`config.mk`:
```
export PLATFORM = sky130hd
export DESIGN_NAME = wpb_front
export DESIGN_NICKNAME = d
export VERILOG_FILES = /design/src/rtl/wpb_pkg.sv /design/src/rtl/wpb_front.sv
export SDC_FILE = /design/constraint.sdc
export NUM_CORES = 1
export LEC_CHECK = 0
export BUFFER_PORTS_ARGS = -buffer_cell sky130_fd_sc_hd__buf_2
export CAP_MARGIN = 20
export CORE_ASPECT_RATIO = 1.4
export CORE_MARGIN = 1
export CORE_UTILIZATION = 54
export DETAILED_ROUTE_END_ITERATION = 6
export PLACE_DENSITY = 0.85
export SKIP_CTS_REPAIR_TIMING = 1
export SLEW_MARGIN = 20
export SYNTH_ARGS = -nofsm -noshare
export SYNTH_HDL_FRONTEND = slang
export SYNTH_SLANG_ARGS = --single-unit
```
`constraint.sdc`:
```
create_clock -name clk -period 4.1 [get_ports clk]
set_input_delay 0.205 -clock clk [delete_from_list [all_inputs] [get_ports clk]]
set_output_delay 0.205 -clock clk [all_outputs]
set_load 0.03 [all_outputs]
```
`src/rtl/wpb_pkg.sv`:
```
`timescale 1ns / 1ps
// ----------------------------------------------------------------------------
// wpb_pkg
// Shared widths and the front-to-back queue word of the peak binner.
// ----------------------------------------------------------------------------
package wpb_pkg;

	localparam int SAMPLE_W = 16;
	localparam int PEAK_W   = 16;
	localparam int FRAME_W  = 24;
	localparam int IDX_W    = 9;

	localparam logic [FRAME_W-1:0] TOTAL_RESET = FRAME_W'(1);

	typedef struct packed {
		logic [PEAK_W-1:0]  peak;
		logic [FRAME_W-1:0] frame;
		logic               last;
	} wpb_entry_t;

endpackage

```
`src/rtl/wpb_front.sv`:
```
`timescale 1ns / 1ps
// ----------------------------------------------------------------------------
// wpb_front
// Takes frames, drops those past the clip end, numbers the rest and
// queues their peak magnitude.
// ----------------------------------------------------------------------------
module wpb_front
	import wpb_pkg::*;
(
	input  logic                       clk,
	input  logic                       arst_n,
	input  logic                       clear,
	input  logic [FRAME_W-1:0]         total,
	input  logic                       in_valid,
	output logic                       in_ready,
	input  logic signed [SAMPLE_W-1:0] left_sample,
	input  logic signed [SAMPLE_W-1:0] right_sample,
	input  logic                       q_full,
	output logic                       push,
	output wpb_entry_t                 push_word
);

	logic [FRAME_W-1:0] fc_q;
	logic [FRAME_W:0]   fc_next;
	logic [PEAK_W-1:0]  mag_l;
	logic [PEAK_W-1:0]  mag_r;
	logic               active;

	function automatic logic [PEAK_W-1:0] magnitude(input logic signed [SAMPLE_W-1:0] s);
		logic [SAMPLE_W-1:0] u;
		u = s;
		return u[SAMPLE_W-1] ? PEAK_W'(~u + SAMPLE_W'(1)) : PEAK_W'(u);
	endfunction

	assign in_ready = !q_full;
	assign active   = (fc_q < total);
	assign push     = in_valid && in_ready && active;
	assign fc_next  = {1'b0, fc_q} + (FRAME_W+1)'(1);
	assign mag_l    = magnitude(left_sample);
	assign mag_r    = magnitude(right_sample);

	always_comb begin
		push_word.peak  = (mag_l > mag_r) ? mag_l : mag_r;
		push_word.frame = fc_q;
		push_word.last  = (fc_next == {1'b0, total});
	end

	always_ff @(posedge clk or negedge arst_n) begin
		if (!arst_n) begin
			fc_q <= '0;
		end else if (clear) begin
			fc_q <= '0;
		end else if (push) begin
			fc_q <= fc_next[FRAME_W-1:0];
		end
	end

endmodule

```
---- Word-level counts from Yosys, hierarchy flattened ----
Cells that the tools add are included.
Widths: inputs -> output; s select.
word-level totals
  register bits ........................... 24
  input port bits ......................... 61
  output and inout bits ................... 43
  word-level logic and storage cells ...... 18
cells by class
  $add $sub $neg .......................... 3
  order comparisons ....................... 2
  equal/unequal tests ..................... 1
  multiplexer cells ....................... 5
  bitwise operators ....................... 2
  reduce and logical (&&, ||, !) cells .... 4
operators by type and width
  operator               count
  $mux 16                3
  $mux 24                2
  $add 16x1->16 const B  2
  $not 16->16            2
  $add 24x1->25 const B  1
  $eq 25x24->1           1
  $lt 24x24->1           1
  $gt 16x16->1           1
  $logic_and 1x1->1      2
  $reduce_bool 2->1      1
  $logic_not 1->1        1

---- Depth between registers and ports, before layout ----
  depth in word-level cells ............... 5
  mapped depth ............................ 15
  mapped depth without buffers ............ 14

---- Least setup slack after synthesis ----
OpenSTA, ideal clock, no wires.
  path type ............................... input-to-output
  start point ............................. input port left_sample[4]
  end point ............................... output port push_word[29] (netlist name)
  data arrival time ....................... 4.012 ns
  required time ........................... 3.895 ns
  path slack .............................. -0.117 ns
  stages .................................. 12
  buffers on the path ..................... 1
  cell sequence ........................... nor4_1 nor3b_1 nand3_1 or4b_2 inv_1 ha_1 nand4_1 or2_2 or3_1 o21ai_1 clkbuf_1 mux2i_1
RTL lines
  element      line             text
  from (decl)  wpb_front.sv:16  input logic signed [SAMPLE_W-1:0] left_sample,
  to (decl)    wpb_front.sv:20  output wpb_entry_t push_word

==> flow_summary.json <==
{
  "irDropWorstVdd_mv": 0.202,
  "std_cell_rows": 35,
  "vias_per_cell": 5.99,
  "power_w": 0.000884,
  "die_area_mm2": 0.00723,
  "synth_compound_area_share_pct": 19.6,
  "routabilityCongestion": 0.855,
  "timing_worst_setup_path_type": "in -> out",
  "antenna_left": 0,
  "hold_path_depth": 2,
  "synth-adder-area-share_pct": 14.5,
  "core_area_mm2": 0.00661,
  "ys_ff_latch": 24,
  "whs_ns": 0.414,
  "htree_levels": 1,
  "top_register": "fc_q",
  "synth_xor_area_share_pct": 13.9,
  "ys_types": 47,
  "synth_edf_count": 0,
  "post-route-cell-area_mm2": 0.00446,
  "start_util_pct": 56.3,
  "fin_skew_ns": 0.00234,
  "routed_wirelength_um": 10100,
  "max_freq_ghz": 0.258,
  "grt_usage_pct": 28.1,
  "rsz0062_at_grt": "no",
  "synthSimpleGateAreaFrac_pct": 23.5,
  "synthCells": 476,
  "reg2reg_depth": 9,
  "r2r-end": "fc_q[10]",
  "drv_slew": 0,
  "min_to": "fc_q[13]",
  "wl_per_cell_um": 15.3,
  "worstPathArrival_ns": 3.68,
  "grt_pass1_wl_um": 16400,
  "maxCapViolCount": 0,
  "reg_top3": "fc_q: 24 flops",
  "setup-violations-final": 0,
  "crit_required_ns": 3.89,
  "cts_buffers": 3,
  "yosys_most_used_dff": "dfrtp_1",
  "cp_max_fo": 16,
  "fp.dieH_um": 100,
  "post-route-util_pct": 67.5,
  "hpwl_um": 8000,
  "die_w_um": 72.1,
  "end_kind": "output port",
  "remaining_drc_errors": 0,
  "antenna_found_initial": 0,
  "drive_gt1_share_pct": 24.0,
  "port-buffer-count": 103,
  "insertion_delay_ns": 0.27,
  "crit_path_start_kind": "primary input",
  "clock-sinks": 24,
  "yosysWarnings": 0,
  "root_buffer": "clkbuf_8",
  "status": "complete, no violations",
  "synth.area.mux_share_pct": 5.21,
  "relSlewSlack_pct": 63.6,
  "hold_class": "in -> reg",
  "hp-start": "clear",
  "first_global_vias": 3664,
  "path_clk_slew_ns": 0.09,
  "grt_remaining_overflow": 0,
  "io_pins": 104,
  "antenna_cells": 0,
  "tightestPinTransition_ns": 0.546,
  "largest_reg_flops": 24,
  "grt_max_degree": 46,
  "area_growth_pct": 19.9,
  "synth_top_family_by_area": "simple AND/OR/NAND/NOR gates",
  "hold_violations": 0,
  "first_iter_violations": 105,
  "synth_nets": 580,
  "r2r-start": "fc_q[9]",
  "finalCriticalPeriod_ns": 3.88,
  "syn-cell-area_mm2": 0.00372,
  "rrSetupSlack_ns": 1.15,
  "syn_avg_cell_area_um2": 7.81,
  "ys_seq_area_share_pct": 16.1,
  "powerDensity_mw_per_mm2": 198,
  "num-nets-final": 672,
  "async_reset_ff_share_pct": 100,
  "p_leak_nw": 2.24,
  "cts_tree": "built",
  "dpl-instance-area_mm2": 0.00436,
  "finalCritPeriodShare_pct": 94.7,
  "ctsLongestPathBuffers": 2,
  "vias": 3945,
  "drt_pass1_iterations": 5
}
## cells by family (layout without fill, tap and decap cells)
logic type | after synthesis | count (layout)
compound gates | 113 | 113
xor+xnor | 59 | 59
fa+ha+maj | 43 | 43
buf+inv | 70 | 161
flops | 24 | 24
mux | 19 | 19
simple gates | 148 | 148
## final cells by class
| class | instances | area (um^2) |
|---|---|---|
| inverters | 48 | 180 |
| fillers | 572 | 2150 |
| clock buffers | 3 | 41.3 |
| multi-input cells | 382 | 2920 |
| repair buffers | 109 | 576 |
| clock inverters | 1 | 30.0 |
| flip-flops and latches | 24 | 601 |
| well taps | 92 | 115 |
## cells in the mapped netlist, types with 3 or more instances
| cell | count | area, um^2 |
|---|---|---|
| o21ai_0 | 17 | 85.1 |
| a21oi_1 | 39 | 195 |
| inv_1 | 48 | 180 |
| or3_1 | 3 | 18.8 |
| buf_2 | 5 | 25.0 |
| nand2_1 | 35 | 131 |
| mux2_2 | 3 | 33.8 |
| and3_1 | 4 | 25.0 |
| a21o_1 | 12 | 90.1 |
| nor2_1 | 16 | 60.1 |
| nand2b_1 | 4 | 25.0 |
| nor3b_1 | 3 | 22.5 |
| xor2_1 | 28 | 245 |
| nor4_1 | 4 | 25.0 |
| or4_1 | 26 | 195 |
| nor3_1 | 5 | 25.0 |
| nor2b_1 | 5 | 31.3 |
| xnor2_1 | 31 | 272 |
| o41ai_1 | 4 | 35.0 |
| nand4_1 | 18 | 113 |
| and4_1 | 5 | 43.8 |
| dfrtp_1 | 24 | 601 |
| nand3_1 | 11 | 55.1 |
| mux2i_1 | 16 | 160 |
| ha_1 | 43 | 538 |
| clkbuf_1 | 16 | 60.1 |
| o31ai_1 | 25 | 188 |
## where the power goes
group / internal, W / switching [W] / total (W)
sequential: 0.000238 / 0.00000218 / 0.000240
combinational: 0.000173 / 0.000261 / 0.000434
clock: 0.000131 / 0.0000801 / 0.000211
total: 0.000541 / 0.000343 / 0.000884
## placed cells by master (no fill, tap or decap), types with 2 or more instances in the layout
cell type	instances
o41ai_1	3
buf_2	103
a21oi_1	39
and4_1	5
nor3_1	5
mux2_2	3
mux2i_2	6
clkbuf_8	3
nand4_1	18
nand2b_1	4
o21ai_0	17
nor3b_1	2
mux2i_1	10
nor2b_1	5
nand2_1	35
xor2_1	28
nor4_1	3
or4_1	26
o31ai_1	24
and3_1	4
o21bai_1	2
nor2_1	16
ha_1	43
or3_1	3
inv_1	48
o21a_1	2
nand3_1	11
nor4_4	2
xnor2_1	31
buf_4	4
dfrtp_1	24
a2111oi_2	2
or2_2	2
a21o_1	12
or4b_2	2
## metal layers
layer  global-route usage, %  up-vias  part of all wire (%)
met5                       0        -                     0
met4                    14.8        0                   4.5
met3                    2.11       30                   5.3
met2                    52.8      152                    53
met1                    30.8     1840                    37
li1                        -     1923                     -
## worst max path at each step
stage	cells after the start	slack, ns	from	end
final	13	0.22	left_sample[10]	push_word[27]
after CTS	15	0.17	left_sample[4]	push_word[27]
after global placement	14	0.29	left_sample[4]	push_word[27]
after global routing	15	0.04	left_sample[4]	push_word[27]
after detailed placement	15	0.20	left_sample[4]	push_word[27]
after floorplan	12	-0.004	left_sample[4]	push_word[36]
## through the flow
stage	worst slack (ns)	instances	setup TNS, ns
floorplan	-0.00391	476	-0.0156
global placement	0.290	654	0
detailed placement	0.201	654	0
CTS	0.172	658	0
global route	0.0419	659	0
finish	0.219	659	0
## worst max-delay path: stages
cell,delay (ns)
buf_2,0.12
or4_1,0.60
nor3_1,0.26
or4b_2,0.63
inv_1,0.08
ha_1,0.16
nand4_1,0.10
or2_2,0.31
or3_1,0.38
o21ai_2,0.09
buf_12,0.20
mux2_2,0.35
buf_2,0.17
(Power assumes the default switching activity.)
