**config.mk**
```make
export PLATFORM = sky130hd
export DESIGN_NAME = wpb_queue
export DESIGN_NICKNAME = d
export VERILOG_FILES = /design/src/rtl/wpb_pkg.sv /design/src/rtl/wpb_queue.sv
export SDC_FILE = /design/constraint.sdc
export NUM_CORES = 1
export LEC_CHECK = 0
export BUFFER_PORTS_ARGS = -buffer_cell sky130_fd_sc_hd__buf_2
export CORE_MARGIN = 3
export CORE_UTILIZATION = 30
export DETAILED_ROUTE_END_ITERATION = 8
export PLACE_DENSITY = 0.62
export SETUP_SLACK_MARGIN = 0.2
export SYNTH_ARGS = -nofsm -noshare
export SYNTH_HDL_FRONTEND = slang
export SYNTH_SLANG_ARGS = --single-unit
```
**constraint.sdc**
```tcl
create_clock -name clk -period 3.25 [get_ports clk]
set_clock_uncertainty 0.05 [all_clocks]
set_input_delay 0.1625 -clock clk [delete_from_list [all_inputs] [get_ports clk]]
set_output_delay 0.1625 -clock clk [all_outputs]
set_load 0.05 [all_outputs]
```
**src/rtl/wpb_pkg.sv**
```systemverilog
`timescale 1ns / 1ps
// ----------------------------------------------------------------------------
// wpb_pkg
// Shared widths and the front-to-back queue word of the peak binner.
// ----------------------------------------------------------------------------
package wpb_pkg;

	localparam int SAMPLE_W = 16;
	localparam int PEAK_W   = 16;
	localparam int FRAME_W  = 24;
	localparam int IDX_W    = 9;

	localparam logic [FRAME_W-1:0] TOTAL_RESET = FRAME_W'(1);

	typedef struct packed {
		logic [PEAK_W-1:0]  peak;
		logic [FRAME_W-1:0] frame;
		logic               last;
	} wpb_entry_t;

endpackage

```
**src/rtl/wpb_queue.sv**
```systemverilog
`timescale 1ns / 1ps
// ----------------------------------------------------------------------------
// wpb_queue
// Two-entry queue between the front and back halves.
// ----------------------------------------------------------------------------
module wpb_queue
	import wpb_pkg::*;
(
	input  logic       clk,
	input  logic       arst_n,
	input  logic       push,
	input  wpb_entry_t push_word,
	output logic       full,
	input  logic       pop,
	output logic       not_empty,
	output wpb_entry_t pop_word
);

	wpb_entry_t  mem_q [2];
	logic        wr_ptr_q;
	logic        rd_ptr_q;
	logic [1:0]  count_q;

	assign full      = (count_q == 2'd2);
	assign not_empty = (count_q != 2'd0);
	assign pop_word  = mem_q[rd_ptr_q];

	always_ff @(posedge clk) begin
		if (push) begin
			mem_q[wr_ptr_q] <= push_word;
		end
	end

	always_ff @(posedge clk or negedge arst_n) begin
		if (!arst_n) begin
			wr_ptr_q <= 1'b0;
			rd_ptr_q <= 1'b0;
			count_q  <= 2'd0;
		end else begin
			if (push) begin
				wr_ptr_q <= ~wr_ptr_q;
			end
			if (pop) begin
				rd_ptr_q <= ~rd_ptr_q;
			end
			case ({push, pop})
				2'b10:   count_q <= count_q + 2'd1;
				2'b01:   count_q <= count_q - 2'd1;
				default: count_q <= count_q;
			endcase
		end
	end

endmodule

```
# ---- Word-level counts from Yosys, hierarchy flattened
# Memories as Yosys holds them, arrays and structs flattened.
# Index checks and enable logic that the tools add are counted.
# Widths: inputs -> output; s select.
dict set report word_totals {
  ramBits 82
  out_inout_bits 43
  reg_bits 4
  n_memories 1
  in_bits 45
}
# name words width read_ports rd_clocked_by_memory_dff wr line_no
set memory_table {}
lappend memory_table {mem_q 2 41 1 0 1 wpb_queue.sv:19} ;# wpb_entry_t mem_q [2];
dict set report op_classes {
  n_eq_ne 3
  mux 3
  n_bitwise 2
  addsub 2
  n_reduce_logical 2
}
# cell n
set ops {}
lappend ops {{$eq 2x2->1 const B} 2}
lappend ops {{$pmux 2 s2} 1}
lappend ops {{$reduce_bool 2->1} 2}
lappend ops {{$add 2x1->2 const B} 1}
lappend ops {{$eq 2x1->1 const B} 1}
lappend ops {{$mux 1} 2}
lappend ops {{$not 1->1} 2}
lappend ops {{$sub 2x1->2 const B} 1}

# ---- Longest topological paths before layout
# Gate-level depths: netlist of run 1.
dict set report depth {
  ltp_word 2
  depth_mapped 5
  mapped_depth_nobuf 5
}

# ---- Worst setup path before layout of run 1
# No wires, ideal clock.
dict set report synth_timing {
  kind {reg2reg}
  from {reg wr_ptr_q}
  to {mem mem_q[0][0] (netlist bit) (enable)}
  path_slack_ns 0.629
  path_buffers 0
  setup_time_ns 0.440
  arrival_time_ns 2.131
  stages_incl_launch_ff 2
  synth_period_minus_slack_ns 2.621
  required_time_ns 2.760
  path_cell_list {dfrtp_1 nor2_1}
}
# item line_no
set synth_lines {}
lappend synth_lines {{start: declaration} wpb_queue.sv:20} ;# logic wr_ptr_q;
lappend synth_lines {{start signal: assignment} wpb_queue.sv:41} ;# wr_ptr_q <= ~wr_ptr_q;
lappend synth_lines {{end: declaration} wpb_queue.sv:19}
# No word-level cell before the write port.

==> run_results.csv, run 1 <==
group,metric,value,unit
status,status,"complete, no violations",
synthesis,synth_compound_area_share,0,%
synthesis,ys_seq_area_share,76.53,%
setup_path,crit_slowest_cell,"dfrtp_2",
setup_path,worstPathCellList,"buf_12 -> mux2_2 -> buf_2",
route,via_count,1737,
pwr,clockPowerShare,20.6,%
global_routing,first_global_vias,1923,
finish,num-fill-cells,936,
cts,cts_sinks,86,
placement,port_buffers,87,
setup_path,cp_top_family,"flip-flops",
setup_path,path_buf_inv,2,
synthesis,synth_area_leaders,"edfxtp_1, mux2_4, dfrtp_1, buf_12, xor2_1",
pwr,combPwrFrac,42.0,%
finish,diodes,0,
synthesis,synth-xor-area-share,1.308,%
floorplanning,fp-row-count,37,
route,drc_errors,0,
setup_path,cp-end-kind,"output port",
synthesis,syn_nets,190,
floorplanning,die_x,111.6,um
cts,cts_root_buf,"clkbuf_8",
cts,post_cts.repair.setup_buffers,0,
synthesis,synth_most_common_cell,"edfxtp_1",
floorplanning,num_io_pins,88,
setup_path,cp-start-kind,"flip-flop",
sta,fmax,0.4524,GHz
setup_path,r2r-start,"wr_ptr_q",
sta,tightestPinTransition,1.053,ns
synthesis,muxShareOfSynthArea,18.16,%
sta,drv_slew,0,
setup_path,crit_fanout,25,
finish,nNetsFinal,329,
floorplanning,die_height,111.6,um
pwr,ir_drop,0.4901,mV
route,dr.pass1.iters,4,
global_routing,grtUsageTotal,9.678,%
pwr,cellPowerDensity,936.5,nW/um^2
setup_path,critical-path-max-stage-delay,0.76,ns
floorplanning,initial_core_util,31.58,%
route,routed_via_density,4.097,
synthesis,synthSimpleGateAreaFrac,0.7848,%
sta,holdWs,0.09514,ns
synthesis,synth_edf_count,82,
global_routing,antenna_found_initial,0,
sta,finalCritPeriodShare,68.01,%
synthesis,yosysTopAreaCell,"edfxtp_1",
cts,cts.repair.resized,0,
setup_path,worst_ep_arrival_time,2.00,ns
floorplanning,dieArea,12460,sq um
finish,seq_area,2564,sq um
pwr,p_sw,1.663,mW
synthesis,yosys_warnings,0,
cts,clock_latency,0.34,ns
cts,cts_tree,"yes",
cts,clk_path_buf_depth,2,
placement,gp_congestion,0.6698,
setup_path,critPathLaunch,"rd_ptr_q",
route,drtAntennaViolNets,0,
sta,fin_crit,2.210,ns
synthesis,synth_seq_cells,86,
sta,rsz0062_at_grt,"false",
synthesis,synthAdderAreaFrac,0.3737,%
route,routed_wl,5.879,mm
synthesis,synthArstFlopShare,4.651,%
pwr,cellInternalPower,2.627,mW
global_routing,overflow,0,
synthesis,postSynthCellCount,144,
synthesis,synth_flop_cell,"edfxtp_1",
setup_path,required,3.04,ns
synthesis,synth.avg_cell_area,23.25,sq um
setup_path,criticalPathCategory,"flip-flop to output port",
pwr,p_leak,1.848,nW
pwr,switching_share,38.77,%
synthesis,synth_area,3348,sq um
synthesis,synthTopCellsByCount,"edfxtp_1, mux2_4, buf_12, dfrtp_1, xor2_1",
synthesis,synth_top_family_by_area,"multiplexers",
sta,finalSetupViolCount,0,
global_routing,grt_pass1_wl,9.390,mm
finish,area_growth,36.81,%
cts,cts_buffers,9,
cts,htreeDepth,3,
synthesis,synthDistinctLibCells,14,
finish,multi_input_area,699.4,sq um
pwr,p_total,4.290,mW
cts,ctsHoldBuffers,44,
sta,setup_tns,0,ns
finish,drive_gt1_share,51.39,%
floorplanning,core_area,10600,sq um
sta,maxSlewHeadroom,29.77,%
cts,path_clk_slew,0.08,ns
route,drt_iter0_drc,28,
pwr,seqPwrFrac,37.4,%
run,cap_violations,0,
synthesis,synth_top_area_share,73.54,%
route,wl_per_cell,13.87,um
min_path,min_path_type,"input pin to asynchronous set/reset pin",
sta,finalHoldViolations,0,
global_routing,grt_max_degree,42,
==> per-stage QoR <==
stage	utilization [%]	cell area [sq um]	worst slack [ns]	std cells
floorplan	-	3348	0.6289	144
global placement	36.79	3900	1.411	364
detailed placement	36.79	3900	1.382	364
CTS	43.21	4581	0.9827	424
global route	43.21	4581	0.9412	424
finish	43.21	4581	1.040	424
==> cells in the final DEF (no fill, tap or decap), drive strengths merged <==
cell type,synthesis,final
buf,5,89
clkinv,0,1
mux2,41,41
nor2b,1,1
xor2,3,3
clkbuf,0,12
bufinv,0,3
xnor2,2,2
dfrtp,4,4
inv,1,1
ha,1,1
or2,1,1
edfxtp,82,82
nor2,2,2
and2,1,1
dlygate4sd3,0,44
==> cells by family (layout without fill, tap and decap cells) <==
kind of cell / Yosys count / after routing
flip-flops: 86 / 86
AND/OR/NAND/NOR: 5 / 5
adder cells (fa/ha/maj): 1 / 1
multiplexers: 41 / 41
XOR/XNOR: 5 / 5
buffers and inverters: 6 / 150
==> metal layers <==
layer | vias up | track usage [%] | wire, um
met2 | 59 | 17.35 | 3055
met3 | 8 | 3.641 | 342
met1 | 836 | 10.42 | 2384
met4 | 0 | 3.406 | 96
li1 | 834 | - | -
met5 | - | 0 | 0
==> power groups by stage <==
stage	logic, mW	registers, mW	clock network, mW
after detailed placement	1.79	1.63	0
after CTS	1.84	1.61	0.918
final	1.80	1.60	0.883
after floorplan	1.61	1.55	0
after global routing	1.89	1.63	0.959
after global placement	1.79	1.62	0
==> layout make-up <==
type | count | share of cell area, %
Tap cell | 136 | 3.715
Multi-Input combinational cell | 52 | 15.27
Clock inverter | 4 | 2.076
Sequential cell | 86 | 55.97
Inverter | 1 | 0.08194
Timing Repair Buffer | 133 | 19.72
Clock buffer | 12 | 3.169
==> state kept, by name, summed over array words and instances, names as in the netlist <==
| name | flops |
|---|---|
| count_q | 2 |
| mem_q | 82 |
| rd_ptr_q | 1 |
| wr_ptr_q | 1 |
==> path summary, 6_finish.rpt <==
check | slack (ns) | cells after the start | endpoint
worst max-delay path | 1.04 | 3 | pop_word[36]
worst min-delay path | 0.1 | 2 | wr_ptr_q
worst max register to register | 1.48 | 2 | mem_q[0][19]
worst min register to register | 0.44 | 1 | count_q[1]
max in group asynchronous | 2.92 | 2 | rd_ptr_q
min in group clk | 0.44 | 1 | count_q[1]
(Power assumes the default switching activity.)
==> run 2: changes to the inputs <==
- clock period: 3.25 -> 2.3 ns (I/O delays scaled with it)
==> run 2 against run 1 <==
  * Clock-buffer cell count stayed put
  * Sequential power is 36% higher
  * Highest routed layer unchanged
  * Worst setup slack worse by 0.55 ns
==> run_results.csv, run 2 (synthesis results as in run 1) <==
group,metric,value,unit
status,status,"complete, no violations",
finish,layout_common_cells,"buf_2, edfxtp_1, dlygate4sd3_1",
sta,setup_tns,0,ns
sta,tightestPinTransition,0.5639,ns
pwr,ir_drop,0.5457,mV
floorplanning,initial_core_util,31.58,%
floorplanning,die_height,111.6,um
floorplanning,dieArea,12460,sq um
setup_path,worst_ep_arrival_time,1.64,ns
route,via_count,1730,
finish,fin_area,4591,sq um
cts,clock_latency,0.33,ns
finish,top_regs,"mem_q: 82 flops, count_q: 2 flops",
setup_path,critical-path-max-stage-delay,0.38,ns
setup_path,crit_fanout,42,
pwr,switching_share,38.42,%
pwr,seqPwrFrac,36.2,%
placement,dp_hpwl,3.493,mm
route,drt_iter0_drc,40,
cts,post_cts.repair.setup_buffers,0,
cts,cts_buffers,9,
route,routed_via_density,4.071,
setup_path,cp-start-kind,"flip-flop",
cts,htreeDepth,3,
finish,largest_register_ff_count,82,
sta,rsz0062_at_grt,"false",
cts,cts.repair.resized,0,
run,cap_violations,0,
route,drtAntennaViolNets,0,
sta,drv_slew,0,
finish,area_growth,37.11,%
cts,path_clk_slew,0.08,ns
floorplanning,num_io_pins,88,
pwr,p_total,6.008,mW
setup_path,path_buf_inv,2,
sta,finalCritPeriodShare,78.53,%
pwr,p_sw,2.308,mW
sta,fmax,0.5537,GHz
global_routing,grt_pass1_wl,8.694,mm
finish,drive_gt1_share,51.21,%
floorplanning,die_x,111.6,um
global_routing,first_global_vias,1855,
placement,gp_congestion,0.6427,
setup_path,cp_top_family,"buffers and inverters",
sta,fin_crit,1.806,ns
global_routing,antenna_found_initial,0,
sta,maxSlewHeadroom,62.41,%
cts,ctsHoldBuffers,44,
route,wl_per_cell,12.54,um
cts,cts_tree,"yes",
route,routed_wl,5.329,mm
finish,diodes,0,
pwr,cellPowerDensity,1309,nW/um^2
cts,clk_path_buf_depth,2,
finish,final_common_cell,"buf_2",
global_routing,grtUsageTotal,8.966,%
pwr,cellInternalPower,3.700,mW
setup_path,crit_slowest_cell,"dfrtp_2",
route,drc_errors,0,
setup_path,required,2.13,ns
pwr,combPwrFrac,44.0,%
floorplanning,core_area,10600,sq um
global_routing,grt_max_degree,43,
pwr,p_leak,1.850,nW
sta,finalHoldViolations,0,
setup_path,criticalPathCategory,"flip-flop to output port",
pwr,clockPowerShare,19.8,%
floorplanning,fp-row-count,37,
finish,regMostFlops,"mem_q",
setup_path,cp-end-kind,"output port",
placement,port_buffers,87,
cts,cts_sinks,86,
setup_path,worstPathCellList,"buf_12 -> mux2_2 -> buf_2",
sta,finalSetupViolCount,0,
finish,num-fill-cells,962,
finish,nNetsFinal,330,
route,dr.pass1.iters,3,
placement,dpl_cell_area,3920,sq um
min_path,min_path_type,"input pin to asynchronous set/reset pin",
global_routing,overflow,0,
cts,cts_root_buf,"clkbuf_8",
-- run 2: cell types whose count changed in the layout (fill, tap and decap cells not counted), sizes merged --
cell / before / now
buf: 89 / 90
-- run 2: final cells by class --
class | count | area (sq um) | area share [%]
Sequential cell | 86 | 2564 | 55.85
Timing Repair Buffer | 134 | 923.4 | 20.11
Multi-Input combinational cell | 52 | 699.4 | 15.24
Tap cell | 136 | 170.2 | 3.707
Clock buffer | 12 | 135.1 | 2.944
Clock inverter | 4 | 95.09 | 2.071
Inverter | 1 | 3.754 | 0.08177
-- run 2: through the flow --
step	util, %	hold WS, ns	instances	setup slack [ns]
2_1_floorplan	-	-0.2306	144	0.3531
3_3_place_gp	36.98	-0.1265	365	0.7843
3_5_place_dp	36.98	-0.1257	365	0.7625
4_1_cts	43.30	0.04236	425	0.4703
5_1_grt	43.30	0.05552	425	0.4379
6_report	43.30	0.07283	425	0.4939
-- run 2: worst register-to-register path: stages, from the launching register on --
cell	delay [ns]
dfrtp_1	0.42
and2_2	0.48
buf_12	0.25
-- run 2: routing by layer --
metal	routed length [um]	vias up	track usage (%)
li1	-	838	-
met2	2766	54	15.83
met1	2145	830	9.589
met3	340	8	3.641
met5	0	-	0
met4	76	0	3.406
-- run 2: worst paths after layout --
path                                from           end  slack, ns  cells after the start
setup / recovery                rd_ptr_q  pop_word[36]       0.49                      3
hold / removal                    arst_n    count_q[0]       0.07                      2
setup reg to reg                wr_ptr_q  mem_q[1][31]       0.80                      2
hold reg to reg               count_q[1]    count_q[1]       0.46                      1
max in group asynchronous         arst_n      rd_ptr_q       2.00                      2
min in group clk           push_word[30]  mem_q[1][30]       0.45                      2
-- run 2: power by group through the flow --
stage | clock network (mW) | logic (mW) | registers [mW]
2_1_floorplan | 0 | 2.28 | 2.19
3_3_place_gp | 0 | 2.62 | 2.20
3_5_place_dp | 0 | 2.64 | 2.22
4_1_cts | 1.24 | 2.70 | 2.18
5_1_grt | 1.31 | 2.77 | 2.21
6_report | 1.19 | 2.64 | 2.18
