<file path="src/rtl/wpb_pkg.sv">
`timescale 1ns / 1ps
// ----------------------------------------------------------------------------
// wpb_pkg
// Shared widths and the front-to-back queue word of the peak binner.
// ----------------------------------------------------------------------------
package wpb_pkg;

	localparam int SAMPLE_W = 16;
	localparam int PEAK_W   = 16;
	localparam int FRAME_W  = 24;
	localparam int IDX_W    = 9;

	localparam logic [FRAME_W-1:0] TOTAL_RESET = FRAME_W'(1);

	typedef struct packed {
		logic [PEAK_W-1:0]  peak;
		logic [FRAME_W-1:0] frame;
		logic               last;
	} wpb_entry_t;

endpackage

</file>
<file path="src/rtl/wpb_back.sv">
`timescale 1ns / 1ps
// ----------------------------------------------------------------------------
// wpb_back
// Serial bin divider, bin tracking and the result register.
// ----------------------------------------------------------------------------
module wpb_back
	import wpb_pkg::*;
#(
	parameter int BIN_COUNT = 512
) (
	input  logic               clk,
	input  logic               arst_n,
	input  logic               clear,
	input  logic [FRAME_W-1:0] total,
	input  logic               q_not_empty,
	input  wpb_entry_t         q_word,
	output logic               q_pop,
	output logic               out_valid,
	input  logic               out_ready,
	output logic [IDX_W-1:0]   bin_index,
	output logic [PEAK_W-1:0]  peak_level,
	output logic               clip_done
);

	localparam int QW = $clog2(BIN_COUNT);
	localparam int KW = (QW > 1) ? $clog2(QW) : 1;
	localparam int NW = FRAME_W + QW;

	typedef enum logic [3:0] {
		ST_IDLE = 4'b0001,
		ST_DIV  = 4'b0010,
		ST_UPD  = 4'b0100,
		ST_FIN  = 4'b1000
	} state_t;

	state_t            state_q;
	logic [NW-1:0]     rem_q;
	logic [QW-1:0]     quo_q;
	logic [KW-1:0]     k_q;
	logic [PEAK_W-1:0] mag_q;
	logic              last_q;
	logic [QW-1:0]     open_q;
	logic [PEAK_W-1:0] max_q;
	logic              has_q;
	logic              ov_q;
	logic [IDX_W-1:0]  obin_q;
	logic [PEAK_W-1:0] opeak_q;
	logic              odone_q;

	logic [NW-1:0]       dvs;
	logic                ge;
	logic                slot_free;
	logic                need_close;
	logic                ov_set;
	logic [PEAK_W-1:0]   new_max;
	logic [IDX_W+QW-1:0] open_ext;

	assign dvs        = NW'(total) << k_q;
	assign ge         = (rem_q >= dvs);
	assign slot_free  = !ov_q || out_ready;
	assign need_close = has_q && (quo_q != open_q);
	assign ov_set     = !clear && slot_free
		&& (((state_q == ST_UPD) && need_close) || (state_q == ST_FIN));
	assign new_max    = need_close ? mag_q : ((mag_q > max_q) ? mag_q : max_q);
	assign open_ext   = {{IDX_W{1'b0}}, open_q};
	assign q_pop      = (state_q == ST_IDLE) && q_not_empty;

	assign out_valid  = ov_q;
	assign bin_index  = obin_q;
	assign peak_level = opeak_q;
	assign clip_done  = odone_q;

	always_ff @(posedge clk) begin
		unique case (state_q)
			ST_IDLE: begin
				if (q_not_empty) begin
					rem_q  <= NW'(q_word.frame) * NW'(BIN_COUNT);
					quo_q  <= '0;
					k_q    <= KW'(QW - 1);
					mag_q  <= q_word.peak;
					last_q <= q_word.last;
				end
			end
			ST_DIV: begin
				if (ge) begin
					rem_q      <= rem_q - dvs;
					quo_q[k_q] <= 1'b1;
				end
				if (k_q != '0) begin
					k_q <= k_q - KW'(1);
				end
			end
			ST_UPD: begin
				if (slot_free && need_close) begin
					obin_q  <= open_ext[IDX_W-1:0];
					opeak_q <= max_q;
					odone_q <= 1'b0;
				end
			end
			ST_FIN: begin
				if (slot_free) begin
					obin_q  <= open_ext[IDX_W-1:0];
					opeak_q <= max_q;
					odone_q <= 1'b1;
				end
			end
			default: begin
			end
		endcase
	end

	always_ff @(posedge clk or negedge arst_n) begin
		if (!arst_n) begin
			state_q <= ST_IDLE;
			open_q  <= '0;
			max_q   <= '0;
			has_q   <= 1'b0;
			ov_q    <= 1'b0;
		end else begin
			if (ov_set) begin
				ov_q <= 1'b1;
			end else if (out_ready) begin
				ov_q <= 1'b0;
			end
			if (clear) begin
				state_q <= ST_IDLE;
				open_q  <= '0;
				max_q   <= '0;
				has_q   <= 1'b0;
			end else begin
				unique case (state_q)
					ST_IDLE: begin
						if (q_not_empty) begin
							state_q <= ST_DIV;
						end
					end
					ST_DIV: begin
						if (k_q == '0) begin
							state_q <= ST_UPD;
						end
					end
					ST_UPD: begin
						if (slot_free || !need_close) begin
							open_q  <= quo_q;
							max_q   <= new_max;
							has_q   <= 1'b1;
							state_q <= last_q ? ST_FIN : ST_IDLE;
						end
					end
					ST_FIN: begin
						if (slot_free) begin
							has_q   <= 1'b0;
							state_q <= ST_IDLE;
						end
					end
					default: state_q <= ST_IDLE;
				endcase
			end
		end
	end

endmodule

</file>
<file path="config.mk">
export PLATFORM = sky130hd
export DESIGN_NAME = wpb_back
export DESIGN_NICKNAME = d
export VERILOG_FILES = /design/src/rtl/wpb_pkg.sv /design/src/rtl/wpb_back.sv
export SDC_FILE = /design/constraint.sdc
export NUM_CORES = 1
export LEC_CHECK = 0
export BUFFER_PORTS_ARGS = -buffer_cell sky130_fd_sc_hd__clkbuf_2
export CAP_MARGIN = 20
export CORE_ASPECT_RATIO = 0.75
export CORE_MARGIN = 3
export CORE_UTILIZATION = 40
export CTS_BUF_LIST = sky130_fd_sc_hd__clkbuf_8
export DETAILED_ROUTE_END_ITERATION = 8
export SYNTH_ARGS = -nofsm -noshare
export SYNTH_HDL_FRONTEND = slang
export SYNTH_SLANG_ARGS = --single-unit
export TNS_END_PERCENT = 1
</file>
<file path="constraint.sdc">
create_clock -name clk -period 13.5 [get_ports clk]
set_clock_uncertainty 0.15 [all_clocks]
set_input_delay 0.675 -clock clk [delete_from_list [all_inputs] [get_ports clk]]
set_output_delay 0.675 -clock clk [all_outputs]
set_load 0.01 [all_outputs]
</file>
# --- Word level (Yosys, flattened, before mapping) ---
# Index checks and enable logic that the tools add are counted.
totals:
  memories: 0
  regBits: 120
  romBits: 0
  mem_bits_rw: 0
  latchBits: 0
op_classes:
  eq_ne: 14
  addsub: 2
  div_mod_pow: 0
  n_reduce_logical: 30
  bitwise: 1
  shift: 1
  mul: 0
  n_mux: 41
  magnitude_cmp: 4
ops:
  columns: ["op", "n"]
  rows:
  - ["$mux W16", 7]
  - ["$mux W33", 2]
  - ["$pmux W33 S2", 1]
  - ["$mux W9", 7]
  - ["$pmux W9 S2", 2]
  - ["$ge A33 B33 Y1", 1]
  - ["$shl A24 B4 Y33", 1]
  - ["$sub A33 B33 Y33", 1]
  - ["$mux W4", 8]
  - ["$pmux W16 S2", 1]
  - ["$gt A16 B16 Y1", 1]
  - ["$pmux W4 S4", 1]
  - ["$reduce_and A3 Y1", 5]
  - ["$reduce_bool A2 Y1", 5]
  - ["$ne A3 B3 Y1 const B", 3]
  - ["$ne A9 B9 Y1", 1]
  - ["$or A9 B9 Y9", 1]
  - ["$mux W1", 8]
  - ["$ne A2 B2 Y1 const B", 4]
  - ["$pmux W4 S2", 1]
  - ["$logic_and A1 B1 Y1", 7]
  - ["$reduce_bool A3 Y1", 2]
  - ["$lt A4 B5 Y1 const B", 1]
  - ["$demux W1 S4", 1]
  - ["other kinds (15)", 21]

# --- Logic depth before layout (Yosys ltp) ---
# Gate-level depths: netlist (run 1).
depth:
  depth_word: 7
  mapped_depth: 17

# --- Least setup slack after synthesis (run 1) ---
# OpenSTA, ideal clock, no wires.
synth_timing:
  path_kind: "register to register"
  start: "register k_q[0]"
  end: "register quo_q[0] (enable)"
  stages_incl_launch_ff: 16
  setup_slack_ps: 7539
  period_less_slack_ps: 5961
  arrival_time_ps: 5355
  n_path_buf: 3
  required_ps: 12895
  cell_sequence: "edfxtp_1 > buf_2 > buf_2 > clkbuf_1 > nand3_1 > o21ai_0 > mux2i_1 > or2_2 > ha_1 > nand2_1 > o21ai_0 > a21oi_1 > o221ai_2 > a21boi_2 > or4b_1 > a21oi_1"
synth_via:
  elab_chain_cells: 4
synth_rtl:
  columns: ["element", "line_no", "rtl"]
  rows:
  - ["start, declared", "wpb_back.sv:39", "logic [KW-1:0] k_q;"]
  - ["start signal, assigned", "wpb_back.sv:79", "k_q <= KW'(QW - 1);"]
  - ["start signal, assigned", "wpb_back.sv:90", "k_q <= k_q - KW'(1);"]
  - ["$shl A24 B4 Y33", "wpb_back.sv:58", "assign dvs = NW'(total) << k_q;"]
  - ["$ge A33 B33 Y1", "wpb_back.sv:59", "assign ge = (rem_q >= dvs);"]
  - ["$ne A2 B2 Y1 (no line)", null, null]
  - ["$reduce_and A3 Y1 (no line)", null, null]
  - ["end signal, assigned", "wpb_back.sv:78", "quo_q <= '0;"]
  - ["end signal, assigned by index", "wpb_back.sv:87", "quo_q[k_q] <= 1'b1;"]
  - ["end, declared", "wpb_back.sv:38", "logic [QW-1:0] quo_q;"]
# No other way between the ends.
# A chain may end at the register's enable or synchronous reset.

# --- Worst setup path in the final report (run 1) ---
layout_timing:
  start: "register k_q[0]"
  end: "register rem_q[8] (enable)"
layout_via:
  elab_chain_cells: 4
layout_rtl:
  columns: ["element", "line_no", "rtl"]
  rows:
  - ["$shl A24 B4 Y33", "wpb_back.sv:58", null]
  - ["$ge A33 B33 Y1", "wpb_back.sv:59", null]
  - ["$ne A2 B2 Y1 (no line)", null, null]
  - ["$reduce_and A3 Y1 (no line)", null, null]
  - ["end signal, assigned", "wpb_back.sv:77", "rem_q <= NW'(q_word.frame) * NW'(BIN_COUNT);"]
  - ["end signal, assigned", "wpb_back.sv:86", "rem_q <= rem_q - dvs;"]
  - ["end, declared", "wpb_back.sv:37", "logic [NW-1:0] rem_q;"]
# No other way between the ends.

==> metrics.md, run 1 <==
| Metric | Value |
|---|---|
| Area contributors post-synth | `edfxtp_1 (33%), dfrtp_1 (9.2%), ha_1 (8.2%), a21oi_1 (4.5%), nand2_1 (4.3%)` |
| Asr flop ratio synth | `0.258` |
| Grt total ovfl | `0` |
| Core Region | `slightly below 0.02 mm²` |
| Critical-path cell list | `buf_4 > mux4_2 > mux2_2 > o21ai_0 > ha_1 > nand2_1 > nor2_4 > nand4_4 > o221ai_2 > a21boi_2 > or4b_1 > a21oi_4 > buf_4` |
| Iter 0 DRT Violations | `685` |
| Sink Count | `120` |
| Die Wd | `between 150 and 200 µm` |
| Final wirelength | `21.5 mm` |
| H-tree depth | `4` |
| FF-to-FF setup slack | `8180 ps` |
| Least-Margin Pin Slew | `between 800 and 900 ps` |
| Maximum vdd drop | `0.0533 mV` |
| Top-count cell post-synth | `nand2_1` |
| Placer congestion estimate | `0.915` |
| Post-synth top area share | `0.329` |
| Initial antenna violation count | `0` |
| Maximum capacitance violations | `0` |
| Synth warn | `0` |
| Finished Layout Cells | `1,177` |
| Top delay family on crit path | `compound AO/OA/AOI/OAI gates` |
| CP required | `13,450 ps` |
| Leakage | `3.81 nW` |
| Number of buffers created by CTS | `17` |
| CTS tree | `done` |
| Port-buffer cells | `97` |
| Largest net degree at the start of global routing | `71` |
| Kind of end point of the critical path | `flop` |
| Post-CTS Resized | `0` |
| Crit-path max cell delay | `600 ps` |
| RSZ-0062 raised after global routing | `no` |
| CP Buf/Inv Count | `2` |
| # setup viols final | `0` |
| Ports | `98` |
| Starting Density | `0.413` |
| Mapped cell area | `0.00813 mm²` |
| Nets | `just over 1,000` |
| Slowest cell on crit path | `mux4_2` |
| Total iterations of the first detailed-routing run | `5` |
| Min Tclk post-route | `5320 ps` |
| Post-CTS Setup Repair Bufs | `0` |
| Clk buf depth | `2` |
| Num rows | `44` |
| Post-cts hold buffer count | `0` |
| F_max | `188 MHz` |
| Vias in the first global route | `~6,000` |
| Critical Path Source Type | `flop` |
| Max-slew headroom | `0.436` |
| RR Startpoint | `k_q[0]` |
| Setup TNS | `0 ps` |
| Crit path launch | `k_q[0]` |
| Syn_area_per_cell | `9.80 µm²` |
| Ys flop type | `edfxtp_1` |
| Global Route Usage Sum | `0.195` |
| Die Height | `129 µm` |
| Inst Count DP | `1,144` |
| Routed WL per cell | `18.3 µm` |
| Worst skew pair latency | `440 ps` |
| Fin. Hold Viols | `0` |
| CP max FO | `32` |
| PwrDens | `139 mW/mm²` |
| Commonest cells in the netlist | `nand2_1 (93), edfxtp_1 (89), a21oi_1 (73)` |
| # DRC | `0` |
| DP HPWL | `15.7 mm` |
| Synth cell types | `between 70 and 80` |
| Fillcell total | `1,874` |
| Worst-path clk slew | `90 ps` |
| Most used cell, CP | `buf_4` |
| Die area | `0.0221 mm²` |
| First-pass GRT wire length | `33.4 mm` |
| N_diodes | `0` |
| Antenna Nets Post-Route | `0` |
| Cells on worst reg2reg path | `13` |
| Crit path arrival time | `5270 ps` |
| Worst hold path type | `input port to async pin` |
| Number of synthesized flops with an enable pin | `89` |
| Slew Viols, Final | `0` |
| Clk root buf | `clkbuf_8` |
| Vias | `between 6,000 and 7,000` |
| Synth Net Count | `about 950` |
| Crit share post-route | `0.394` |
| Reg2reg end | `rem_q[8]` |
| Post-synth top area cell | `edfxtp_1` |
| Post-Synthesis Cells | `829` |
| Area Growth Syn to Fin | `14.4%` |
| Layout cell share with drive strength beyond 1 | `0.201` |
| Flops & latches, synth | `120` |
| Outcome | `complete, no violations` |
| Avg Vias per Cell | `5.73` |
| Post-synthesis sequential area ratio | `0.425` |
| Crit path kind | `flop to flop` |
==> stage by stage <==
step	cell area [µm²]	worst slack, ps	utilization	power [W]	hold slack [ps]
final	9300	8180	0.473	0.00129	167
after global routing	9300	7850	0.473	0.00136	199
after CTS	9270	8110	0.472	0.00129	183
after detailed placement	8830	8110	0.449	0.000908	315
after global placement	8830	8120	0.449	0.000910	315
after floorplan	8130	7540	-	0.000794	229
==> routing by layer <==
layer	track usage	routed length [µm]
met5	0	0
met4	0.0415	215
met3	0.0546	1930
met2	0.247	8110
met1	0.321	11300
==> cells in the final DEF (no fill, tap or decap), types with 5 or more instances in the layout <==
master | Yosys | layout
nor2b_1 | 7 | 7
nand4_1 | 16 | 16
o211ai_1 | 7 | 7
clkbuf_8 | 0 | 18
or2_2 | 6 | 6
o21ai_0 | 69 | 69
dfrtp_1 | 30 | 30
edfxtp_1 | 89 | 89
clkbuf_2 | 0 | 97
nor3b_1 | 11 | 11
mux4_2 | 10 | 10
mux2_2 | 13 | 13
a221o_1 | 10 | 10
xor2_1 | 22 | 22
a211oi_1 | 5 | 5
nand2b_1 | 16 | 16
a21oi_1 | 73 | 71
inv_1 | 32 | 33
a21o_1 | 12 | 12
nand3_1 | 10 | 10
a22o_1 | 6 | 6
ha_1 | 53 | 53
nor3_1 | 20 | 20
buf_4 | 1 | 8
xnor2_1 | 13 | 13
nand2_1 | 93 | 93
nor2_1 | 61 | 60
a31oi_1 | 5 | 5
mux2i_1 | 22 | 22
o31ai_1 | 7 | 7
==> worst max path at each step <==
stage	end	slack (ps)	cells past startpoint
2_1_floorplan	quo_q[0]	7540	15
3_3_place_gp	rem_q[8]	8120	11
3_5_place_dp	rem_q[3]	8110	11
4_1_cts	rem_q[8]	8110	11
5_1_grt	rem_q[8]	7850	13
6_report	rem_q[8]	8180	13
==> state kept, by name (all words and copies together), names as in the netlist, 4 cells and up <==
| register | count |
|---|---|
| peak_level | 16 |
| open_q | 9 |
| max_q | 16 |
| k_q | 4 |
| bin_index | 9 |
| state_q | 4 |
| mag_q | 16 |
| quo_q | 9 |
| rem_q | 33 |
==> power by group <==
group / internal (W) / leakage [nW] / switching, W
Combinational: 0.000168 / 2.35 / 0.000276
Sequential: 0.000443 / 1.25 / 0.0000261
Clock: 0.000207 / 0.217 / 0.000168
Total: 0.000818 / 3.81 / 0.000470
==> worst register-to-register path, cell delays in order, from the launching register on <==
cell      delay (ps)
edfxtp_1         410
buf_4            380
mux4_2           610
mux2_2           300
o21ai_0          390
ha_1             310
nand2_1          130
nor2_4           170
nand4_4          130
o221ai_2         280
a21boi_2         170
or4b_1           600
a21oi_4          500
buf_4            450
==> kinds of logic after synthesis <==
| family | after synthesis | share of synthesized area |
|---|---|---|
| flops | 120 | 0.425 |
| compound gates | 229 | 0.177 |
| buf+inv | 77 | 0.0382 |
| fa+ha+maj | 54 | 0.0841 |
| xor+xnor | 35 | 0.0377 |
| mux | 45 | 0.0728 |
| simple gates | 269 | 0.166 |
==> cell type report <==
cell class / instances / area (µm²) / area share
clock buffers: 18 / 248 / 0.0266
clock inverters: 14 / 195 / 0.0210
inverters: 34 / 128 / 0.0137
multi-input cells: 632 / 4390 / 0.472
flip-flops and latches: 120 / 3450 / 0.371
well taps: 253 / 317 / 0.0340
repair buffers: 106 / 573 / 0.0616
Note: power is estimated with default switching activity, not from simulation.
==> inputs of run 2 (changes only) <==
clock period = 5.37 ns   (was 13.5 ns; I/O delays follow)
==> metrics.md, run 2 (synthesized netlist as in run 1, its figures left out) <==
| Metric | Value |
|---|---|
| Ports | `98 (unchanged)` |
| Sink Count | `120 (unchanged)` |
| Final wirelength | `22.3 mm (+3.7%)` |
| Starting Density | `0.413 (unchanged)` |
| Antenna Nets Post-Route | `0 (unchanged)` |
| Core Region | `0.0197 mm² (unchanged)` |
| CP required | `5360 ps (-8090 ps)` |
| Cells on worst reg2reg path | `14 (+1)` |
| Iter 0 DRT Violations | `730 (+6.6%)` |
| Most flops, register | `rem_q` |
| Max-slew headroom | `0.399 (-0.0368)` |
| Number of buffers created by CTS | `17 (unchanged)` |
| Kind of end point of the critical path | `flop` |
| PwrDens | `336 mW/mm² (+140%)` |
| Internal power | `0.00208 W (+150%)` |
| Max reg flops | `33 (unchanged)` |
| Slew Viols, Final | `0 (unchanged)` |
| Maximum capacitance violations | `0 (unchanged)` |
| Post-cts hold buffer count | `42 (+42)` |
| Reg2reg end | `rem_q[10]` |
| DP HPWL | `16.6 mm (+5.9%)` |
| N_diodes | `0 (unchanged)` |
| RSZ-0062 raised after global routing | `no` |
| Register area | `0.00345 mm² (unchanged)` |
| Psw | `0.00120 W (+160%)` |
| Maximum vdd drop | `0.159 mV (+200%)` |
| FF-to-FF setup slack | `460 ps (-7720 ps)` |
| Outcome | `complete, no violations` |
| Layout cell share with drive strength beyond 1 | `0.199 (-0.00192)` |
| Vias in the first global route | `6,409 (+5.4%)` |
| Comb pwr share | `0.351 (+0.007)` |
| Worst hold path type | `input port to flop` |
| Worst-path clk slew | `90 ps (about the same)` |
| Placer congestion estimate | `0.965 (+5.5%)` |
| Most frequent cells in the layout | `clkbuf_2 (97), nand2_1 (93), edfxtp_1 (89), a21oi_1 (71), o21ai_0 (69)` |
| CP max FO | `15 (-53%)` |
| Global Route Usage Sum | `0.209 (+0.0137)` |
| Hold Worst Slack | `77.8 ps (-89.5 ps)` |
| Post-CTS Setup Repair Bufs | `0 (unchanged)` |
| Sw frac | `0.366 (+0.00102)` |
| Leakage | `4.03 nW (+5.6%)` |
| Design Power | `0.00329 W (+160%)` |
| Initial antenna violation count | `0 (unchanged)` |
| Crit path launch | `k_q[1]` |
| Die area | `0.0221 mm² (unchanged)` |
| F_max | `204 MHz (+8.3%)` |
| Grt total ovfl | `0 (unchanged)` |
| Setup TNS | `0 ps (unchanged)` |
| Fillcell total | `1,776 (-5.2%)` |
| Nets | `1,084 (+4.7%)` |
| Crit share post-route | `0.914 (+0.520)` |
| Worst Setup EP | `rem_q[10]` |
| Min Tclk post-route | `4910 ps (-409 ps)` |
| Sequential share of power | `0.360 (-0.004)` |
| Least-Margin Pin Slew | `889 ps (+54.5 ps)` |
| Most common cell after layout, fill and taps aside | `clkbuf_2` |
| Die Height | `129 µm (unchanged)` |
| Clk root buf | `clkbuf_8` |
| Vias | `6,926 (+2.8%)` |
| Fin. Hold Viols | `0 (unchanged)` |
| Die Wd | `171 µm (unchanged)` |
| Largest net degree at the start of global routing | `44 (-38%)` |
| Post-CTS Resized | `0 (unchanged)` |
| First-pass GRT wire length | `35.8 mm (+7.3%)` |
| Area Growth Syn to Fin | `20.3%` |
| Total iterations of the first detailed-routing run | `6 (+1)` |
| Port-buffer cells | `97 (unchanged)` |
| CTS tree | `done` |
| # DRC | `0 (unchanged)` |
| Critical Path Source Type | `flop` |
| Num rows | `44 (unchanged)` |
| Clk buf depth | `2 (unchanged)` |
| Crit path arrival time | `4900 ps (-370 ps)` |
| Multi-input gate area | `0.00439 mm² (unchanged)` |
| Routed WL per cell | `18.2 µm (-0.40%)` |
| Worst skew pair latency | `450 ps (about the same)` |
| H-tree depth | `4 (unchanged)` |
| RR Startpoint | `k_q[1]` |
| Clk pwr share | `0.289 (-0.002)` |
| Crit path kind | `flop to flop` |
| # setup viols final | `0 (unchanged)` |
| Avg Vias per Cell | `5.65 (-1.3%)` |
[run 2: cell count changes in the layout (fill, tap and decap cells not counted)]
cell           change
buf_12             +1
buf_16             -1
buf_4              +7
clkbuf_8           -1
clkinv_4           +2
clkinvlp_4         -2
dlygate4sd3_1     +42
inv_1              -1
inv_8              +2
[run 2: power groups by stage]
stage	clock network, W	logic (W)	registers (W)
final	0.000951	0.00115	0.00118
after global routing	0.00102	0.00129	0.00120
after CTS	0.000965	0.00114	0.00118
after detailed placement	0	0.00111	0.00120
after global placement	0	0.00111	0.00120
after floorplan	0	0.000820	0.00117
[run 2: through the flow]
stage                     instance area, µm²  cells  worst slack [ps]  utilization
after detailed placement                8900   1152               505        0.453
after global routing                    9770   1226               211        0.497
after CTS                               9770   1226               484        0.497
after global placement                  8900   1152               624        0.453
after floorplan                         8130    829               324            -
final                                   9770   1226               460        0.497
[run 2: how the worst min path moves through the flow]
stage          depth (start not counted)         end       from
2_1_floorplan                          0       has_q     arst_n
3_3_place_gp                           1   max_q[12]     arst_n
3_5_place_dp                           1   max_q[13]     arst_n
4_1_cts                                3  state_q[2]  out_ready
5_1_grt                                3  state_q[2]  out_ready
6_report                               3  state_q[2]  out_ready
[run 2: area by class of cell]
cell class | count | area share
inverters | 34 | 0.0131
well taps | 253 | 0.0324
clock buffers | 17 | 0.0239
repair buffers | 155 | 0.106
multi-input cells | 632 | 0.449
clock inverters | 15 | 0.0222
flip-flops and latches | 120 | 0.353
[run 2: critical path, cell delays in order (launching register included)]
cell	delay, ps
edfxtp_1	690
buf_4	300
mux2i_1	110
o21ai_0	390
mux2i_1	210
or2_2	320
ha_1	400
nand4_1	120
inv_1	110
a21oi_1	230
o221ai_2	320
a21boi_2	160
or4b_1	600
a21oi_4	210
buf_4	260
[run 2: metal layers]
layer  track usage  up-vias  routed length (µm)
li1              -     3341                   -
met1         0.343     3273               11500
met2         0.264      288                8560
met3        0.0558       24                1970
met4        0.0529        0                 264
met5             0        -                   0
==> inputs of run 3 (changes only) <==
ABC_AREA = 1   (was unset)
==> metrics.md, run 3 <==
| Metric | Value |
|---|---|
| Design Power | `0.00633 W (+93%)` |
| Hold Crit Depth | `3 (unchanged)` |
| # setup viols final | `0 (unchanged)` |
| Vias in the first global route | `7,652 (+19%)` |
| Outcome | `complete, no violations` |
| Die Height | `135 µm (+4.1%)` |
| CTS tree | `done` |
| Fillcell total | `2,206 (+24%)` |
| Top-count cell post-synth | `nand2_1` |
| Crit path arrival time | `4260 ps (-640 ps)` |
| # DRC | `0 (unchanged)` |
| Routed WL per cell | `16.1 µm (-12%)` |
| Worst-path clk slew | `70 ps (-20 ps)` |
| Mapped cell area | `0.00884 mm² (+8.8%)` |
| Post-CTS Setup Repair Bufs | `0 (unchanged)` |
| Min Tclk post-route | `4310 ps (-603 ps)` |
| FF-to-FF setup slack | `1060 ps (+600 ps)` |
| Hold Startpoint | `out_ready` |
| Syn_area_per_cell | `7.10 µm² (-28%)` |
| Least-Margin Pin Slew | `946 ps (+56.7 ps)` |
| Fin. Hold Viols | `0 (unchanged)` |
| Layout cell share with drive strength beyond 1 | `0.113 (-0.0861)` |
| RR Startpoint | `k_q[0]` |
| Hold worst-path end | `out_valid` |
| Die Wd | `178 µm (+4.2%)` |
| H-tree depth | `4 (unchanged)` |
| Reg2reg end | `quo_q[2]` |
| Number of synthesized flops with an enable pin | `89 (unchanged)` |
| Maximum vdd drop | `0.211 mV (+33%)` |
| Flops & latches, synth | `120 (unchanged)` |
| Core Region | `0.0214 mm² (+8.9%)` |
| Max-slew headroom | `0.368 (-0.0315)` |
| Crit path launch | `k_q[0]` |
| Worst hold path type | `input port to flop` |
| F_max | `232 MHz (+14%)` |
| Port-buffer cells | `97 (unchanged)` |
| Clk buf depth | `2 (unchanged)` |
| Final wirelength | `27.0 mm (+21%)` |
| Asr flop ratio synth | `0.258 (unchanged)` |
| Synth cell types | `49 (-34%)` |
| Largest net degree at the start of global routing | `44 (unchanged)` |
| Grt total ovfl | `0 (unchanged)` |
| Starting Density | `0.413 (about the same)` |
| Worst skew pair latency | `460 ps (about the same)` |
| Crit path kind | `flop to flop` |
| Iter 0 DRT Violations | `839 (+15%)` |
| Num rows | `46 (+4.5%)` |
| Placer congestion estimate | `0.944 (-2.2%)` |
| Post-cts hold buffer count | `41 (-2.4%)` |
| Most common cell after layout, fill and taps aside | `nand2_1` |
| Global Route Usage Sum | `0.232 (+0.0235)` |
| Sink Count | `120 (unchanged)` |
| Number of buffers created by CTS | `17 (unchanged)` |
| Ports | `98 (unchanged)` |
| Area contributors post-synth | `edfxtp_1 (30%), nand2_1 (19%), dfrtp_1 (8.5%), inv_1 (7.6%), ha_1 (7.5%)` |
| Ys flop type | `edfxtp_1` |
| Vias | `8,376 (+21%)` |
| Die area | `0.0239 mm² (+8.5%)` |
| Critical Path Source Type | `flop` |
| Synth Net Count | `1,370 (+44%)` |
| Final WS setup | `1060 ps (+603 ps)` |
| Max reg flops | `33 (unchanged)` |
| RSZ-0062 raised after global routing | `no` |
| DP HPWL | `20.7 mm (+25%)` |
| Place WS | `1110 ps (+610 ps)` |
| Post-CTS Resized | `0 (unchanged)` |
| Area Growth Syn to Fin | `18.4%` |
| Total iterations of the first detailed-routing run | `5 (-1)` |
| Most frequent cells in the layout | `nand2_1 (439), inv_1 (182), nor2_1 (103), clkbuf_2 (97), edfxtp_1 (89)` |
| Register area | `0.00345 mm² (unchanged)` |
| Nets | `1,506 (+39%)` |
| N_diodes | `0 (unchanged)` |
| Maximum capacitance violations | `0 (unchanged)` |
| Clk root buf | `clkbuf_8` |
| Commonest cells in the netlist | `nand2_1 (439), inv_1 (178), nor2_1 (103)` |
| Post-synthesis sequential area ratio | `0.390 (-0.0345)` |
| Post-synth top area share | `0.302 (-0.0267)` |
| Most flops, register | `rem_q` |
| PwrDens | `605 mW/mm² (+80%)` |
| Post-Synthesis Cells | `1,246 (+50%)` |
| Post-synth top area cell | `edfxtp_1` |
| Slew Viols, Final | `0 (unchanged)` |
| Leakage | `5.22 nW (+30%)` |
| Antenna Nets Post-Route | `0 (unchanged)` |
| CP required | `5320 ps (-40 ps)` |
| Cells on worst reg2reg path | `16 (+2)` |
| Kind of end point of the critical path | `flop` |
| First-pass GRT wire length | `42.5 mm (+19%)` |
| Setup TNS | `0 ps (unchanged)` |
| Synth warn | `0 (unchanged)` |
| Crit share post-route | `0.802 (-0.112)` |
| Initial antenna violation count | `0 (unchanged)` |
| CP max FO | `29 (+14)` |
| Multi-input gate area | `0.00455 mm² (+3.6%)` |
| Avg Vias per Cell | `4.98 (-12%)` |
==> run 3: cell types whose count changed in the layout (fill, tap and decap cells not counted), moves of 17 or more <==
cell	before	now
xor2_1	22	3
inv_1	32	182
a21oi_1	71	54
nand3_1	10	85
nand2_1	93	439
nor2_1	60	103
==> run 3: area by class of cell <==
| type | instances | share of cell area |
|---|---|---|
| Clock buffer | 19 | 0.0250 |
| Tap cell | 288 | 0.0344 |
| Sequential cell | 120 | 0.329 |
| Multi-Input combinational cell | 909 | 0.434 |
| Clock inverter | 13 | 0.0157 |
| Timing Repair Buffer | 150 | 0.0942 |
| Inverter | 184 | 0.0672 |
==> run 3: power by group <==
part / switching, W / total, W / leakage, nW / internal [W]
clock: 0.000389 / 0.000909 / 0.226 / 0.000520
combinational: 0.00268 / 0.00393 / 3.76 / 0.00124
sequential: 0.000156 / 0.00149 / 1.24 / 0.00134
total: 0.00323 / 0.00633 / 5.22 / 0.00310
==> run 3: routing by layer <==
| metal | vias up | part of all wire | global-route usage |
|---|---|---|---|
| met2 | 299 | 0.38 | 0.300 |
| li1 | 4298 | - | - |
| met4 | 0 | 0.0098 | 0.0471 |
| met5 | - | 0 | 0 |
| met1 | 3756 | 0.52 | 0.375 |
| met3 | 23 | 0.092 | 0.0686 |
==> run 3: critical path, cell delays in order (launching register included) <==
cell      delay [ps]
edfxtp_1         400
inv_2            350
nand2_1          140
nand3_1          100
nand2_1          100
o21ai_0          360
o21ai_0          290
ha_1             460
nand2_1           90
nor2_1           330
nand2_1          160
nor2_1           120
nand2_1           70
nand2_1          110
nand3_1          120
a21oi_4          150
buf_4            420
==> run 3: cells by family (layout without fill, tap and decap cells) <==
| logic type | Yosys count | count (layout) | synth area share |
|---|---|---|---|
| AOI/OAI and AO/OA | 157 | 157 | 0.0962 |
| xor gates and xnor gates | 11 | 11 | 0.0109 |
| adders and majority gates | 54 | 54 | 0.0773 |
| buffers and inverters | 217 | 366 | 0.0979 |
| DFF | 120 | 120 | 0.390 |
| muxes | 8 | 8 | 0.00906 |
| and+or+nand+nor | 679 | 679 | 0.319 |
==> run 3: per-stage QoR <==
step,instance area [µm²],utilization,hold WS [ps],cells
6_report,10500,0.489,26.6,1683
2_1_floorplan,8840,-,-177,1246
3_5_place_dp,9630,0.450,275,1610
3_3_place_gp,9630,0.450,271,1610
4_1_cts,10500,0.489,7.90,1683
5_1_grt,10500,0.489,43.6,1683
==> run 3: how the worst max path moves through the flow <==
stage | end | slack (ps) | depth (start not counted)
after CTS | quo_q[2] | 1110 | 16
after floorplan | quo_q[0] | 230 | 16
after global routing | quo_q[1] | 660 | 16
after global placement | rem_q[14] | 1180 | 17
final | quo_q[2] | 1060 | 16
after detailed placement | quo_q[1] | 1110 | 16
